**config.mk**
```make
export PLATFORM = sky130hd
export DESIGN_NAME = swept_face_bounds_and_centroid
export DESIGN_NICKNAME = d
export VERILOG_FILES = /design/src/hdl/sfbc_pkg.sv /design/src/hdl/sfbc_div.sv /design/src/hdl/sfbc_ctrl.sv /design/src/hdl/sfbc_dp.sv /design/src/hdl/swept_face_bounds_and_centroid.sv
export SDC_FILE = /design/constraint.sdc
export NUM_CORES = 2
export LEC_CHECK = 0
export BUFFER_PORTS_ARGS = -buffer_cell sky130_fd_sc_hd__buf_2
export CORE_ASPECT_RATIO = 0.8
export CORE_MARGIN = 2
export CORE_UTILIZATION = 45
export CTS_CLUSTER_SIZE = 14
export DETAILED_ROUTE_END_ITERATION = 8
export GPL_ROUTABILITY_DRIVEN = 1
export SLEW_MARGIN = 5
export SYNTH_ARGS = -nofsm -noshare
export SYNTH_HDL_FRONTEND = slang
export SYNTH_HIERARCHICAL = 1
export SYNTH_SLANG_ARGS = --single-unit
```
**constraint.sdc**
```tcl
create_clock -name i_clk -period 23.5 [get_ports i_clk]
set_input_delay 1.175 -clock i_clk [delete_from_list [all_inputs] [get_ports i_clk]]
set_output_delay 1.175 -clock i_clk [all_outputs]
set_load 0.005 [all_outputs]
```
**src/hdl/sfbc_pkg.sv**
```systemverilog
`timescale 1ns / 1ps
// ----------------------------------------------------------------------------
// Swept face bounds package
// Shared constants, register indexes, controller types and the saturating add
// used by the swept face bounds and centroid block.
// ----------------------------------------------------------------------------
package sfbc_pkg;

    // Default upper limit on the faces counted in one mesh.
    localparam int DEF_MAX_FACES = 65536;

    // Fixed field widths.
    localparam int COORD_W   = 32;
    localparam int IDX_W     = 16;
    localparam int CFG_IDX_W = 3;
    localparam int NUM_AXES  = 3;

    // Six quotients per mesh: start centroid x, y, z then end centroid x, y, z.
    localparam int NUM_QUOT = 6;
    localparam int SEL_W    = 3;

    // Configuration register indexes.
    localparam logic [CFG_IDX_W-1:0] CFG_SWEEP_MODE  = 3'd0;
    localparam logic [CFG_IDX_W-1:0] CFG_CENTROID_EN = 3'd1;
    localparam logic [CFG_IDX_W-1:0] CFG_SWEEP_DX    = 3'd2;
    localparam logic [CFG_IDX_W-1:0] CFG_SWEEP_DY    = 3'd3;
    localparam logic [CFG_IDX_W-1:0] CFG_SWEEP_DZ    = 3'd4;

    // Sweep modes; the unused code behaves as static.
    localparam logic [1:0] MODE_STATIC = 2'd0;
    localparam logic [1:0] MODE_LINEAR = 2'd1;
    localparam logic [1:0] MODE_ROTATE = 2'd2;

    // Result kinds.
    localparam logic KIND_BOX  = 1'b0;
    localparam logic KIND_PAIR = 1'b1;

    // Controller states.
    typedef enum logic [1:0] {
        ST_IDLE,
        ST_DIV_GO,
        ST_DIV_WAIT,
        ST_PAIR
    } t_state;

    // Commands from the controller to the datapath.
    typedef struct packed {
        logic             vtx_accept;
        logic             div_start;
        logic [SEL_W-1:0] div_sel;
        logic             quot_store;
        logic             pair_load;
    } t_cmd;

    // Status from the datapath to the controller.
    typedef struct packed {
        logic pair_due;
        logic div_done;
        logic out_free;
    } t_status;

    // Signed 32-bit add that clamps to the representable range.
    function automatic logic signed [COORD_W-1:0] sat_add(
        input logic signed [COORD_W-1:0] a,
        input logic signed [COORD_W-1:0] b
    );
        logic signed [COORD_W:0] s;
        s = {a[COORD_W-1], a} + {b[COORD_W-1], b};
        if (s[COORD_W] != s[COORD_W-1]) begin
            sat_add = s[COORD_W] ? {1'b1, {(COORD_W-1){1'b0}}}
                                 : {1'b0, {(COORD_W-1){1'b1}}};
        end else begin
            sat_add = s[COORD_W-1:0];
        end
    endfunction

endpackage

```
**src/hdl/sfbc_div.sv**
```systemverilog
`timescale 1ns / 1ps
// ----------------------------------------------------------------------------
// Centroid divider
// Restoring signed divider, one quotient bit per cycle, truncating toward
// zero. Returns the low 32 bits of the quotient.
// ----------------------------------------------------------------------------
module sfbc_div #(
    parameter int DVD_W = 51,
    parameter int DVS_W = 19
) (
    input  logic                                 i_clk,
    input  logic                                 i_rst_n,
    input  logic                                 i_start,
    input  logic signed [DVD_W-1:0]              i_dividend,
    input  logic        [DVS_W-1:0]              i_divisor,
    output logic                                 o_done,
    output logic signed [sfbc_pkg::COORD_W-1:0]  o_quot
);

    localparam int CNT_W = $clog2(DVD_W + 1);

    logic             r_busy;
    logic             r_done;
    logic [CNT_W-1:0] r_cnt;
    logic [DVD_W-1:0] r_shift;
    logic [DVS_W-1:0] r_rem;
    logic [DVS_W-1:0] r_dvs;
    logic             r_neg;

    logic [DVS_W:0]   trial;
    logic             q_bit;
    logic [DVS_W:0]   rem_next;

    // One trial subtraction per cycle.
    always_comb begin
        trial    = {r_rem, r_shift[DVD_W-1]};
        q_bit    = (trial >= {1'b0, r_dvs});
        rem_next = q_bit ? (trial - {1'b0, r_dvs}) : trial;
    end

    // Control: busy flag, step count and completion pulse.
    always_ff @(posedge i_clk) begin
        if (!i_rst_n) begin
            r_busy <= 1'b0;
            r_done <= 1'b0;
            r_cnt  <= '0;
        end else begin
            r_done <= 1'b0;
            if (i_start) begin
                r_busy <= 1'b1;
                r_cnt  <= '0;
            end else if (r_busy) begin
                if (r_cnt == CNT_W'(DVD_W - 1)) begin
                    r_busy <= 1'b0;
                    r_done <= 1'b1;
                end
                r_cnt <= r_cnt + CNT_W'(1);
            end
        end
    end

    // Operands: the dividend magnitude shifts out as quotient bits shift in.
    always_ff @(posedge i_clk) begin
        if (i_start) begin
            r_shift <= i_dividend[DVD_W-1] ? (DVD_W'(0) - i_dividend) : i_dividend;
            r_neg   <= i_dividend[DVD_W-1];
            r_dvs   <= i_divisor;
            r_rem   <= '0;
        end else if (r_busy) begin
            r_shift <= {r_shift[DVD_W-2:0], q_bit};
            r_rem   <= rem_next[DVS_W-1:0];
        end
    end

    // Sign is applied to the magnitude quotient.
    assign o_quot = r_neg ? (sfbc_pkg::COORD_W'(0) - r_shift[sfbc_pkg::COORD_W-1:0])
                          : r_shift[sfbc_pkg::COORD_W-1:0];
    assign o_done = r_done;

endmodule

```
**src/hdl/sfbc_ctrl.sv**
```systemverilog
`timescale 1ns / 1ps
// ----------------------------------------------------------------------------
// Swept face bounds controller
// Accepts vertex requests, runs the six centroid divisions at a mesh end with
// centroids enabled and hands the centroid pair to the output register.
// ----------------------------------------------------------------------------
module sfbc_ctrl (
    input  logic              i_clk,
    input  logic              i_rst_n,
    input  logic              i_in_valid,
    output logic              o_in_ready,
    input  sfbc_pkg::t_status i_status,
    output sfbc_pkg::t_cmd    o_cmd
);

    sfbc_pkg::t_state                r_state;
    sfbc_pkg::t_state                n_state;
    logic [sfbc_pkg::SEL_W-1:0]      r_sel;
    logic [sfbc_pkg::SEL_W-1:0]      n_sel;

    // State and quotient select registers.
    always_ff @(posedge i_clk) begin
        if (!i_rst_n) begin
            r_state <= sfbc_pkg::ST_IDLE;
            r_sel   <= '0;
        end else begin
            r_state <= n_state;
            r_sel   <= n_sel;
        end
    end

    // Next state and commands.
    always_comb begin
        n_state       = r_state;
        n_sel         = r_sel;
        o_cmd         = '0;
        o_cmd.div_sel = r_sel;
        o_in_ready    = 1'b0;
        unique case (r_state)
            sfbc_pkg::ST_IDLE: begin
                o_in_ready       = i_status.out_free;
                o_cmd.vtx_accept = i_in_valid && i_status.out_free;
                if (o_cmd.vtx_accept && i_status.pair_due) begin
                    n_state = sfbc_pkg::ST_DIV_GO;
                    n_sel   = '0;
                end
            end
            sfbc_pkg::ST_DIV_GO: begin
                o_cmd.div_start = 1'b1;
                n_state         = sfbc_pkg::ST_DIV_WAIT;
            end
            sfbc_pkg::ST_DIV_WAIT: begin
                if (i_status.div_done) begin
                    o_cmd.quot_store = 1'b1;
                    if (r_sel == sfbc_pkg::SEL_W'(sfbc_pkg::NUM_QUOT - 1)) begin
                        n_state = sfbc_pkg::ST_PAIR;
                    end else begin
                        n_sel   = r_sel + sfbc_pkg::SEL_W'(1);
                        n_state = sfbc_pkg::ST_DIV_GO;
                    end
                end
            end
            sfbc_pkg::ST_PAIR: begin
                if (i_status.out_free) begin
                    o_cmd.pair_load = 1'b1;
                    n_state         = sfbc_pkg::ST_IDLE;
                end
            end
            default: begin
                n_state = sfbc_pkg::ST_IDLE;
            end
        endcase
    end

endmodule

```
**src/hdl/sfbc_dp.sv**
```systemverilog
`timescale 1ns / 1ps
// ----------------------------------------------------------------------------
// Swept face bounds datapath
// Configuration registers, running face box, centroid sums, face counter,
// the shared divider and the output register.
// ----------------------------------------------------------------------------
module sfbc_dp #(
    parameter int MAX_FACES = sfbc_pkg::DEF_MAX_FACES
) (
    input  logic                                  i_clk,
    input  logic                                  i_rst_n,
    input  logic                                  i_cfg_valid,
    output logic                                  o_cfg_ready,
    input  logic [sfbc_pkg::CFG_IDX_W-1:0]        i_cfg_index,
    input  logic [sfbc_pkg::COORD_W-1:0]          i_cfg_data,
    input  logic signed [sfbc_pkg::COORD_W-1:0]   i_vertex_x,
    input  logic signed [sfbc_pkg::COORD_W-1:0]   i_vertex_y,
    input  logic signed [sfbc_pkg::COORD_W-1:0]   i_vertex_z,
    input  logic signed [sfbc_pkg::COORD_W-1:0]   i_disp_x,
    input  logic signed [sfbc_pkg::COORD_W-1:0]   i_disp_y,
    input  logic signed [sfbc_pkg::COORD_W-1:0]   i_disp_z,
    input  logic                                  i_end_of_mesh,
    input  sfbc_pkg::t_cmd                        i_cmd,
    output sfbc_pkg::t_status                     o_status,
    output logic                                  o_out_valid,
    input  logic                                  i_out_ready,
    output logic                                  o_result_kind,
    output logic [sfbc_pkg::IDX_W-1:0]            o_face_index,
    output logic signed [sfbc_pkg::COORD_W-1:0]   o_a_x,
    output logic signed [sfbc_pkg::COORD_W-1:0]   o_a_y,
    output logic signed [sfbc_pkg::COORD_W-1:0]   o_a_z,
    output logic signed [sfbc_pkg::COORD_W-1:0]   o_b_x,
    output logic signed [sfbc_pkg::COORD_W-1:0]   o_b_y,
    output logic signed [sfbc_pkg::COORD_W-1:0]   o_b_z,
    output logic                                  o_last_of_run
);

    localparam int CW    = sfbc_pkg::COORD_W;
    localparam int NA    = sfbc_pkg::NUM_AXES;
    localparam int CNT_W = $clog2(MAX_FACES + 1);
    localparam int SUM_W = CW + $clog2(3 * MAX_FACES) + 1;
    localparam int DVS_W = CNT_W + 2;

    // Configuration registers.
    logic [1:0]              r_mode;
    logic                    r_cen;
    logic signed [CW-1:0]    r_sweep [NA];

    // Mesh state.
    logic [1:0]              r_corner;
    logic [CNT_W-1:0]        r_count;
    logic signed [CW-1:0]    r_low   [NA];
    logic signed [CW-1:0]    r_high  [NA];
    logic signed [SUM_W-1:0] r_ssum  [NA];
    logic signed [SUM_W-1:0] r_esum  [NA];
    logic signed [CW-1:0]    r_quot  [sfbc_pkg::NUM_QUOT];

    // Output register.
    logic                    r_out_valid;
    logic                    r_kind;
    logic [sfbc_pkg::IDX_W-1:0] r_index;
    logic signed [CW-1:0]    r_a [NA];
    logic signed [CW-1:0]    r_b [NA];
    logic                    r_last;

    logic signed [CW-1:0]    v       [NA];
    logic signed [CW-1:0]    dsp     [NA];
    logic signed [CW-1:0]    n_low   [NA];
    logic signed [CW-1:0]    n_high  [NA];
    logic signed [CW-1:0]    box_lo  [NA];
    logic signed [CW-1:0]    box_hi  [NA];
    logic signed [CW-1:0]    pair_b  [NA];
    logic                    rot;
    logic                    counting;
    logic                    face_end;
    logic                    out_free;
    logic signed [SUM_W-1:0] dividend;
    logic [DVS_W-1:0]        divisor;
    logic                    div_done;
    logic signed [CW-1:0]    div_q;

    assign o_cfg_ready = 1'b1;

    assign v[0]   = i_vertex_x;
    assign v[1]   = i_vertex_y;
    assign v[2]   = i_vertex_z;
    assign dsp[0] = sfbc_pkg::sat_add(i_vertex_x, i_disp_x);
    assign dsp[1] = sfbc_pkg::sat_add(i_vertex_y, i_disp_y);
    assign dsp[2] = sfbc_pkg::sat_add(i_vertex_z, i_disp_z);

    assign rot      = (r_mode == sfbc_pkg::MODE_ROTATE);
    assign counting = (r_count < CNT_W'(MAX_FACES));
    assign face_end = (r_corner == 2'd2);
    assign out_free = !r_out_valid || i_out_ready;

    assign o_status.pair_due = face_end && i_end_of_mesh && r_cen;
    assign o_status.div_done = div_done;
    assign o_status.out_free = out_free;

    // Box growth for the incoming vertex (and its displaced copy in rotate mode), then the linear sweep at face end.
    always_comb begin
        for (int k = 0; k < NA; k++) begin
            if (r_corner == 2'd0) begin
                n_low[k]  = v[k];
                n_high[k] = v[k];
            end else begin
                n_low[k]  = (v[k] < r_low[k])  ? v[k] : r_low[k];
                n_high[k] = (v[k] > r_high[k]) ? v[k] : r_high[k];
            end
            if (rot) begin
                if (dsp[k] < n_low[k])  n_low[k]  = dsp[k];
                if (dsp[k] > n_high[k]) n_high[k] = dsp[k];
            end
            box_lo[k] = n_low[k];
            box_hi[k] = n_high[k];
            if (r_mode == sfbc_pkg::MODE_LINEAR) begin
                if (r_sweep[k][CW-1]) box_lo[k] = sfbc_pkg::sat_add(n_low[k], r_sweep[k]);
                else                  box_hi[k] = sfbc_pkg::sat_add(n_high[k], r_sweep[k]);
            end
        end
    end

    // End centroid by mode.
    always_comb begin
        for (int k = 0; k < NA; k++) begin
            if (r_mode == sfbc_pkg::MODE_ROTATE) begin
                pair_b[k] = r_quot[NA + k];
            end else if (r_mode == sfbc_pkg::MODE_LINEAR) begin
                pair_b[k] = sfbc_pkg::sat_add(r_quot[k], r_sweep[k]);
            end else begin
                pair_b[k] = '0;
            end
        end
    end

    // Divider operand selection: three times the face count as divisor.
    assign divisor = {1'b0, r_count, 1'b0} + {2'b00, r_count};

    always_comb begin
        case (i_cmd.div_sel)
            3'd0:    dividend = r_ssum[0];
            3'd1:    dividend = r_ssum[1];
            3'd2:    dividend = r_ssum[2];
            3'd3:    dividend = r_esum[0];
            3'd4:    dividend = r_esum[1];
            default: dividend = r_esum[2];
        endcase
    end

    sfbc_div #(
        .DVD_W (SUM_W),
        .DVS_W (DVS_W)
    ) u_div (
        .i_clk      (i_clk),
        .i_rst_n    (i_rst_n),
        .i_start    (i_cmd.div_start),
        .i_dividend (dividend),
        .i_divisor  (divisor),
        .o_done     (div_done),
        .o_quot     (div_q)
    );

    // Configuration writes.
    always_ff @(posedge i_clk) begin
        if (!i_rst_n) begin
            r_mode <= sfbc_pkg::MODE_STATIC;
            r_cen  <= 1'b1;
            for (int k = 0; k < NA; k++) r_sweep[k] <= '0;
        end else if (i_cfg_valid) begin
            unique case (i_cfg_index)
                sfbc_pkg::CFG_SWEEP_MODE:  r_mode     <= i_cfg_data[1:0];
                sfbc_pkg::CFG_CENTROID_EN: r_cen      <= i_cfg_data[0];
                sfbc_pkg::CFG_SWEEP_DX:    r_sweep[0] <= i_cfg_data;
                sfbc_pkg::CFG_SWEEP_DY:    r_sweep[1] <= i_cfg_data;
                sfbc_pkg::CFG_SWEEP_DZ:    r_sweep[2] <= i_cfg_data;
                default: ;
            endcase
        end
    end

    // Corner position, face counter and centroid sums.
    always_ff @(posedge i_clk) begin
        if (!i_rst_n) begin
            r_corner <= '0;
            r_count  <= '0;
            for (int k = 0; k < NA; k++) begin
                r_ssum[k] <= '0;
                r_esum[k] <= '0;
            end
        end else if (i_cmd.vtx_accept) begin
            r_corner <= face_end ? 2'd0 : r_corner + 2'd1;
            if (counting) begin
                for (int k = 0; k < NA; k++) begin
                    r_ssum[k] <= r_ssum[k] + SUM_W'(v[k]);
                    if (rot) r_esum[k] <= r_esum[k] + SUM_W'(dsp[k]);
                end
            end
            if (face_end) begin
                if (counting) r_count <= r_count + CNT_W'(1);
                // Mesh end without centroids clears at once.
                if (i_end_of_mesh && !r_cen) begin
                    r_count <= '0;
                    for (int k = 0; k < NA; k++) begin
                        r_ssum[k] <= '0;
                        r_esum[k] <= '0;
                    end
                end
            end
        end else if (i_cmd.pair_load) begin
            r_count <= '0;
            for (int k = 0; k < NA; k++) begin
                r_ssum[k] <= '0;
                r_esum[k] <= '0;
            end
        end
    end

    // Running box and quotient store.
    always_ff @(posedge i_clk) begin
        if (i_cmd.vtx_accept) begin
            for (int k = 0; k < NA; k++) begin
                r_low[k]  <= n_low[k];
                r_high[k] <= n_high[k];
            end
        end
        if (i_cmd.quot_store) begin
            r_quot[i_cmd.div_sel] <= div_q;
        end
    end

    // Output register valid flag.
    always_ff @(posedge i_clk) begin
        if (!i_rst_n) begin
            r_out_valid <= 1'b0;
        end else if (i_cmd.pair_load || (i_cmd.vtx_accept && face_end)) begin
            r_out_valid <= 1'b1;
        end else if (i_out_ready) begin
            r_out_valid <= 1'b0;
        end
    end

    // Output register payload: face box or centroid pair.
    always_ff @(posedge i_clk) begin
        if (i_cmd.pair_load) begin
            r_kind  <= sfbc_pkg::KIND_PAIR;
            r_index <= sfbc_pkg::IDX_W'(r_count - CNT_W'(1));
            r_last  <= 1'b1;
            for (int k = 0; k < NA; k++) begin
                r_a[k] <= r_quot[k];
                r_b[k] <= pair_b[k];
            end
        end else if (i_cmd.vtx_accept && face_end) begin
            r_kind  <= sfbc_pkg::KIND_BOX;
            r_index <= sfbc_pkg::IDX_W'(r_count);
            r_last  <= !(i_end_of_mesh && r_cen);
            for (int k = 0; k < NA; k++) begin
                r_a[k] <= box_lo[k];
                r_b[k] <= box_hi[k];
            end
        end
    end

    assign o_out_valid   = r_out_valid;
    assign o_result_kind = r_kind;
    assign o_face_index  = r_index;
    assign o_a_x         = r_a[0];
    assign o_a_y         = r_a[1];
    assign o_a_z         = r_a[2];
    assign o_b_x         = r_b[0];
    assign o_b_y         = r_b[1];
    assign o_b_z         = r_b[2];
    assign o_last_of_run = r_last;

endmodule

```
**src/hdl/swept_face_bounds_and_centroid.sv**
```systemverilog
`timescale 1ns / 1ps
// ----------------------------------------------------------------------------
// Swept face bounds and centroid
// Streams triangle vertices, emits a swept axis-aligned box per face and a
// start/end centroid pair at the end of each mesh with centroids enabled.
// ----------------------------------------------------------------------------
// Usage:
// Vertex requests arrive on the input channel (valid/ready), three per face.
// Configuration is written on its own channel, always ready; the user must
// write it only while idle, and the block does not enforce this. Results
// leave through a single output register on the output channel. A vertex is
// taken every cycle while the controller is idle and the output register is
// empty or being read, so the sustained rate is one vertex per cycle. The
// face box is registered and appears in the cycle after the third vertex is
// accepted. On a mesh end with centroids enabled, six signed divisions run
// one after the other on one restoring divider of SUM_W bits, one quotient
// bit per cycle. No vertex is accepted during the divisions.
// If the receiver stalls, the held result stays and input ready drops until
// the register is free. Reset clears the face counter, sums and control
// registers to their defaults; no clearing pass is needed.
// ----------------------------------------------------------------------------
module swept_face_bounds_and_centroid #(
    parameter int MAX_FACES = sfbc_pkg::DEF_MAX_FACES
) (
    input  logic                                  i_clk,
    input  logic                                  i_rst_n,
    input  logic                                  i_cfg_valid,
    output logic                                  o_cfg_ready,
    input  logic [sfbc_pkg::CFG_IDX_W-1:0]        i_cfg_index,
    input  logic [sfbc_pkg::COORD_W-1:0]          i_cfg_data,
    input  logic                                  i_in_valid,
    output logic                                  o_in_ready,
    input  logic signed [sfbc_pkg::COORD_W-1:0]   i_vertex_x,
    input  logic signed [sfbc_pkg::COORD_W-1:0]   i_vertex_y,
    input  logic signed [sfbc_pkg::COORD_W-1:0]   i_vertex_z,
    input  logic signed [sfbc_pkg::COORD_W-1:0]   i_disp_x,
    input  logic signed [sfbc_pkg::COORD_W-1:0]   i_disp_y,
    input  logic signed [sfbc_pkg::COORD_W-1:0]   i_disp_z,
    input  logic                                  i_end_of_mesh,
    output logic                                  o_out_valid,
    input  logic                                  i_out_ready,
    output logic                                  o_result_kind,
    output logic [sfbc_pkg::IDX_W-1:0]            o_face_index,
    output logic signed [sfbc_pkg::COORD_W-1:0]   o_a_x,
    output logic signed [sfbc_pkg::COORD_W-1:0]   o_a_y,
    output logic signed [sfbc_pkg::COORD_W-1:0]   o_a_z,
    output logic signed [sfbc_pkg::COORD_W-1:0]   o_b_x,
    output logic signed [sfbc_pkg::COORD_W-1:0]   o_b_y,
    output logic signed [sfbc_pkg::COORD_W-1:0]   o_b_z,
    output logic                                  o_last_of_run
);

    sfbc_pkg::t_cmd    cmd;
    sfbc_pkg::t_status status;

    // Controller.
    sfbc_ctrl u_ctrl (
        .i_clk      (i_clk),
        .i_rst_n    (i_rst_n),
        .i_in_valid (i_in_valid),
        .o_in_ready (o_in_ready),
        .i_status   (status),
        .o_cmd      (cmd)
    );

    // Datapath.
    sfbc_dp #(
        .MAX_FACES (MAX_FACES)
    ) u_dp (
        .i_clk         (i_clk),
        .i_rst_n       (i_rst_n),
        .i_cfg_valid   (i_cfg_valid),
        .o_cfg_ready   (o_cfg_ready),
        .i_cfg_index   (i_cfg_index),
        .i_cfg_data    (i_cfg_data),
        .i_vertex_x    (i_vertex_x),
        .i_vertex_y    (i_vertex_y),
        .i_vertex_z    (i_vertex_z),
        .i_disp_x      (i_disp_x),
        .i_disp_y      (i_disp_y),
        .i_disp_z      (i_disp_z),
        .i_end_of_mesh (i_end_of_mesh),
        .i_cmd         (cmd),
        .o_status      (status),
        .o_out_valid   (o_out_valid),
        .i_out_ready   (i_out_ready),
        .o_result_kind (o_result_kind),
        .o_face_index  (o_face_index),
        .o_a_x         (o_a_x),
        .o_a_y         (o_a_y),
        .o_a_z         (o_a_z),
        .o_b_x         (o_b_x),
        .o_b_y         (o_b_y),
        .o_b_z         (o_b_z),
        .o_last_of_run (o_last_of_run)
    );

endmodule
```
==> results list <==
* Run status: completed
- The finished cells cover 107,400 µm².
- Yosys warnings: 6
* Endpoint type of the worst setup path: register
- Leakage power: 46.81 nW
- Max-cap violations in this run came to 0.
- Placed cell area: 102,700 µm²
- Wire length on met1: 185.4 mm
- RSZ-0062 raised after global routing: no
- Commonest cells after routing, fill and taps aside: sky130_fd_sc_hd__ha_1 (1,138), sky130_fd_sc_hd__a21oi_1 (1,072), sky130_fd_sc_hd__nor2_1 (962)
* Initial Utilization: 0.4513
* Gp weighted congestion: 1.036
* Highest routed layer: met5
- Total number of nets in the final design: 12.65k
* Crit path required time: 24.06 ns
- Worst relative slew slack: 0.1144
* Worst-path maximum fanout: 31
* Tightest hold margin: 0.4525 ns
* IO Port Bufs: 444
- Counting I/O delays and the setup requirement, the final critical path takes 14.40 ns.
* Clock skew: 0.04856 ns
- Layout overhead on the synthesized area: 11.25%
- Number of nets in the synthesized netlist: 12.27k
* CTS Root Cell: sky130_fd_sc_hd__clkbuf_16
* Setup WS pre-CTS: 8.729 ns
- The total area inside the core boundary comes to 214,000 µm².
- Number of sinks handled by clock tree synthesis: 1,122
* Worst path max stage delay: 1.04 ns
* Worst ir drop on vdd: 77.21 µV
* Slew at the pin with the worst max-slew slack: 1.324 ns
* Final hold viol count: 0
- The first global-routing pass estimated 604.7 mm of wire.
- Top cell type's share of synthesized area: 0.2361
- Average wire per cell in the routed design: 30.35 µm
* Crit-path most repeated cell: sky130_fd_sc_hd__ha_1
- Setup slack closes at 9.102 ns.
- Initial detailed-routing violation count: 11.75k
- Resized cells post-CTS: 0
- In this run the worst hold path is classified as register to register.
- Summing over every cut layer, the via total after detailed routing is 91.65k.
* Critical path buffer and inverter count: 7
* Number of fill cells in the layout: 20.30k
* CTS Buffer Depth: 3
- Netlist area before placement: 96,550 µm²
* I/O pins: 446
- The synthesized design contains 759 enable-type register cells.
* Fraction of final layout cells sized beyond drive strength 1: 0.1020
- Syn_area_per_cell: 8.876 µm²
- The die is 521.9 µm wide.
- Post-synthesis sequential area ratio: 0.3113
* Number of clock buffers inserted by TritonCTS: 138
- Overall fraction of global-route tracks in use: 0.3823
* Commonest non-fill, non-tap cell in the layout: sky130_fd_sc_hd__ha_1
* Cell type contributing the most total cell area after synthesis: sky130_fd_sc_hd__edfxtp_1
* Number of buffers inserted for hold repair after clock tree synthesis: 0
- Final setup fails: 0
- Area contributors post-synth: sky130_fd_sc_hd__edfxtp_1 (24%), sky130_fd_sc_hd__ha_1 (15%), sky130_fd_sc_hd__dfxtp_1 (7.5%)
- In this design, the largest share of critical-path delay is due to compound AO/OA/AOI/OAI gates.
- For this run, the detailed router's first-pass iteration total came to 7.
- Sum Neg Setup Slack: 0 ns
* Via density per instance: 6.414
- At the later pin of the worst-skew pair, clock insertion delay measures 0.83 ns.
- The die covers 218,300 µm².
- Number of antenna-violating nets in the routed design: 0
- Total power divided by cell area: 74.79 nW/µm²
- Kind of start point of the critical path: input port
- Floorplan die height: 418.3 µm
- CTS tree: built
* Estimated wirelength of the detail-placed design: 346.8 mm
- By startpoint and endpoint, the worst setup path is classified as input port to register.
- Number of cells produced by synthesis: 10.88k
- Initial antenna violation count: 87
- Row count: 152
* Arrival time worst endpoint: 14.96 ns
* Count of distinct cell types in the synthesized netlist: 120
- After clock tree synthesis, the clock-pin slew on the worst setup and hold paths is 0.06 ns.
* Buffers inserted by post-CTS timing repair: 0
- DR WL met3: 43.41 mm
- Derived from the worst setup path, the maximum achievable clock frequency is 0.06945 GHz.
- Entering global routing, the biggest net connects 125 pins.
- Library cell contributing the largest single delay on the critical path: sky130_fd_sc_hd__nor2_1
- For this run, design rule violations remaining after detail routing come to 0.
- In the synthesized netlist the dominant register cell turns out to be sky130_fd_sc_hd__edfxtp_1.
- The final layout contains routed wiring with a total length of 433.6 mm.
* Fraction of registers with async set or reset after synthesis: 0
- Maximum level of the CTS H-tree: 4
* Max Transition Viols Final: 0
- The routed design uses 179.3 mm of met2 wire.
- Dividing the final minimum period by the clock period gives 0.6127.
- The synthesized design contains 1,122 register bits.
* Aggregate global routing overflow: 0
- Via count of the first global-routing pass: 83.30k
[synthesized netlist by cell type, drive strengths merged (50+ instances only)]
cell / instances
o21ai: 741
o31ai: 84
o21a: 142
xor2: 298
a31oi: 82
dfxtp: 363
nor2b: 90
and3: 85
mux2i: 358
buf: 63
nor2: 972
nand2: 691
xnor2: 392
nor3: 156
o22ai: 66
nand4: 137
a211oi: 158
ha: 1138
inv: 599
o211ai: 81
a21oi: 1076
o21bai: 100
and2: 81
a22oi: 170
nand2b: 135
o221a: 50
nand3: 177
or3: 67
edfxtp: 759
clkbuf: 349
a21o: 459
[through the flow]
step	power, W	utilization	cells
after floorplan	0.004631	-	10880
after global placement	0.005722	0.4801	13970
after detailed placement	0.005742	0.4801	13970
after CTS	0.007950	0.5013	14230
after global routing	0.008404	0.5014	14240
final	0.008032	0.5020	14290
[layer usage]
metal,vias up,track usage
met5,-,0
met1,44380,0.5325
met3,804,0.07993
li1,41580,-
met2,4862,0.5526
met4,20,0.2024
[tightest hold or removal path: stages (launching register included)]
cell,delay (ns)
sky130_fd_sc_hd__dfxtp_1,0.31
sky130_fd_sc_hd__nand2_1,0.05
sky130_fd_sc_hd__nand2_1,0.05
[state kept, by name (all words and copies together) (netlist names), 96 cells and up]
signal,count
u_dp/r_high,96
u_dp/r_esum,153
u_dp/r_sweep,96
u_dp/r_ssum,153
u_dp/r_quot,192
u_dp/r_b,96
u_dp/r_a,96
u_dp/r_low,96
[kinds of logic (layout without fill, tap and decap cells)]
logic type	Yosys count	count (layout)	share of synthesized area
mux	417	417	0.04804
simple gates	2762	2762	0.1343
flops	1122	1122	0.3113
compound gates	3700	3700	0.2496
xor+xnor	690	690	0.06259
buf+inv	1012	1511	0.04081
fa+ha+maj	1174	1174	0.1533
other cells	1	63	0.00003884
[where the power goes]
group	internal [W]	total [W]	switching, W
clock	0.00120	0.00220	0.000993
combinational	0.00123	0.00341	0.00218
sequential	0.00225	0.00243	0.000176
total	0.00468	0.00803	0.00335
[final timing paths]
check / cells after the start / to / startpoint / slack, ns
hold reg to reg: 2 / u_dp/o_result_kind$_SDFFE_PP1P_ / u_dp/o_result_kind$_SDFFE_PP1P_ / 0.45
hold / removal: 2 / u_dp/o_result_kind$_SDFFE_PP1P_ / u_dp/o_result_kind$_SDFFE_PP1P_ / 0.45
setup reg to reg: 36 / u_dp/r_a[0][24]$_DFFE_PP_ / u_dp/r_low[0][31]$_DFFE_PP_ / 10.52
setup / recovery: 49 / u_dp/r_a[0][55]$_DFFE_PP_ / i_vertex_y[1] / 9.10
[layout make-up]
cell class / count / area (µm²) / share of cell area
timing repair buffer: 654 / 3824 / 0.03560
clock buffer: 168 / 3690 / 0.03435
multi-input combinational: 8744 / 63010 / 0.5867
clock inverter: 89 / 840.8 / 0.007828
tap: 2849 / 3565 / 0.03319
sequential: 1122 / 30070 / 0.2800
antenna: 62 / 155.1 / 0.001444
inverter: 600 / 2252 / 0.02097
Power figures use the tool's default switching activity.
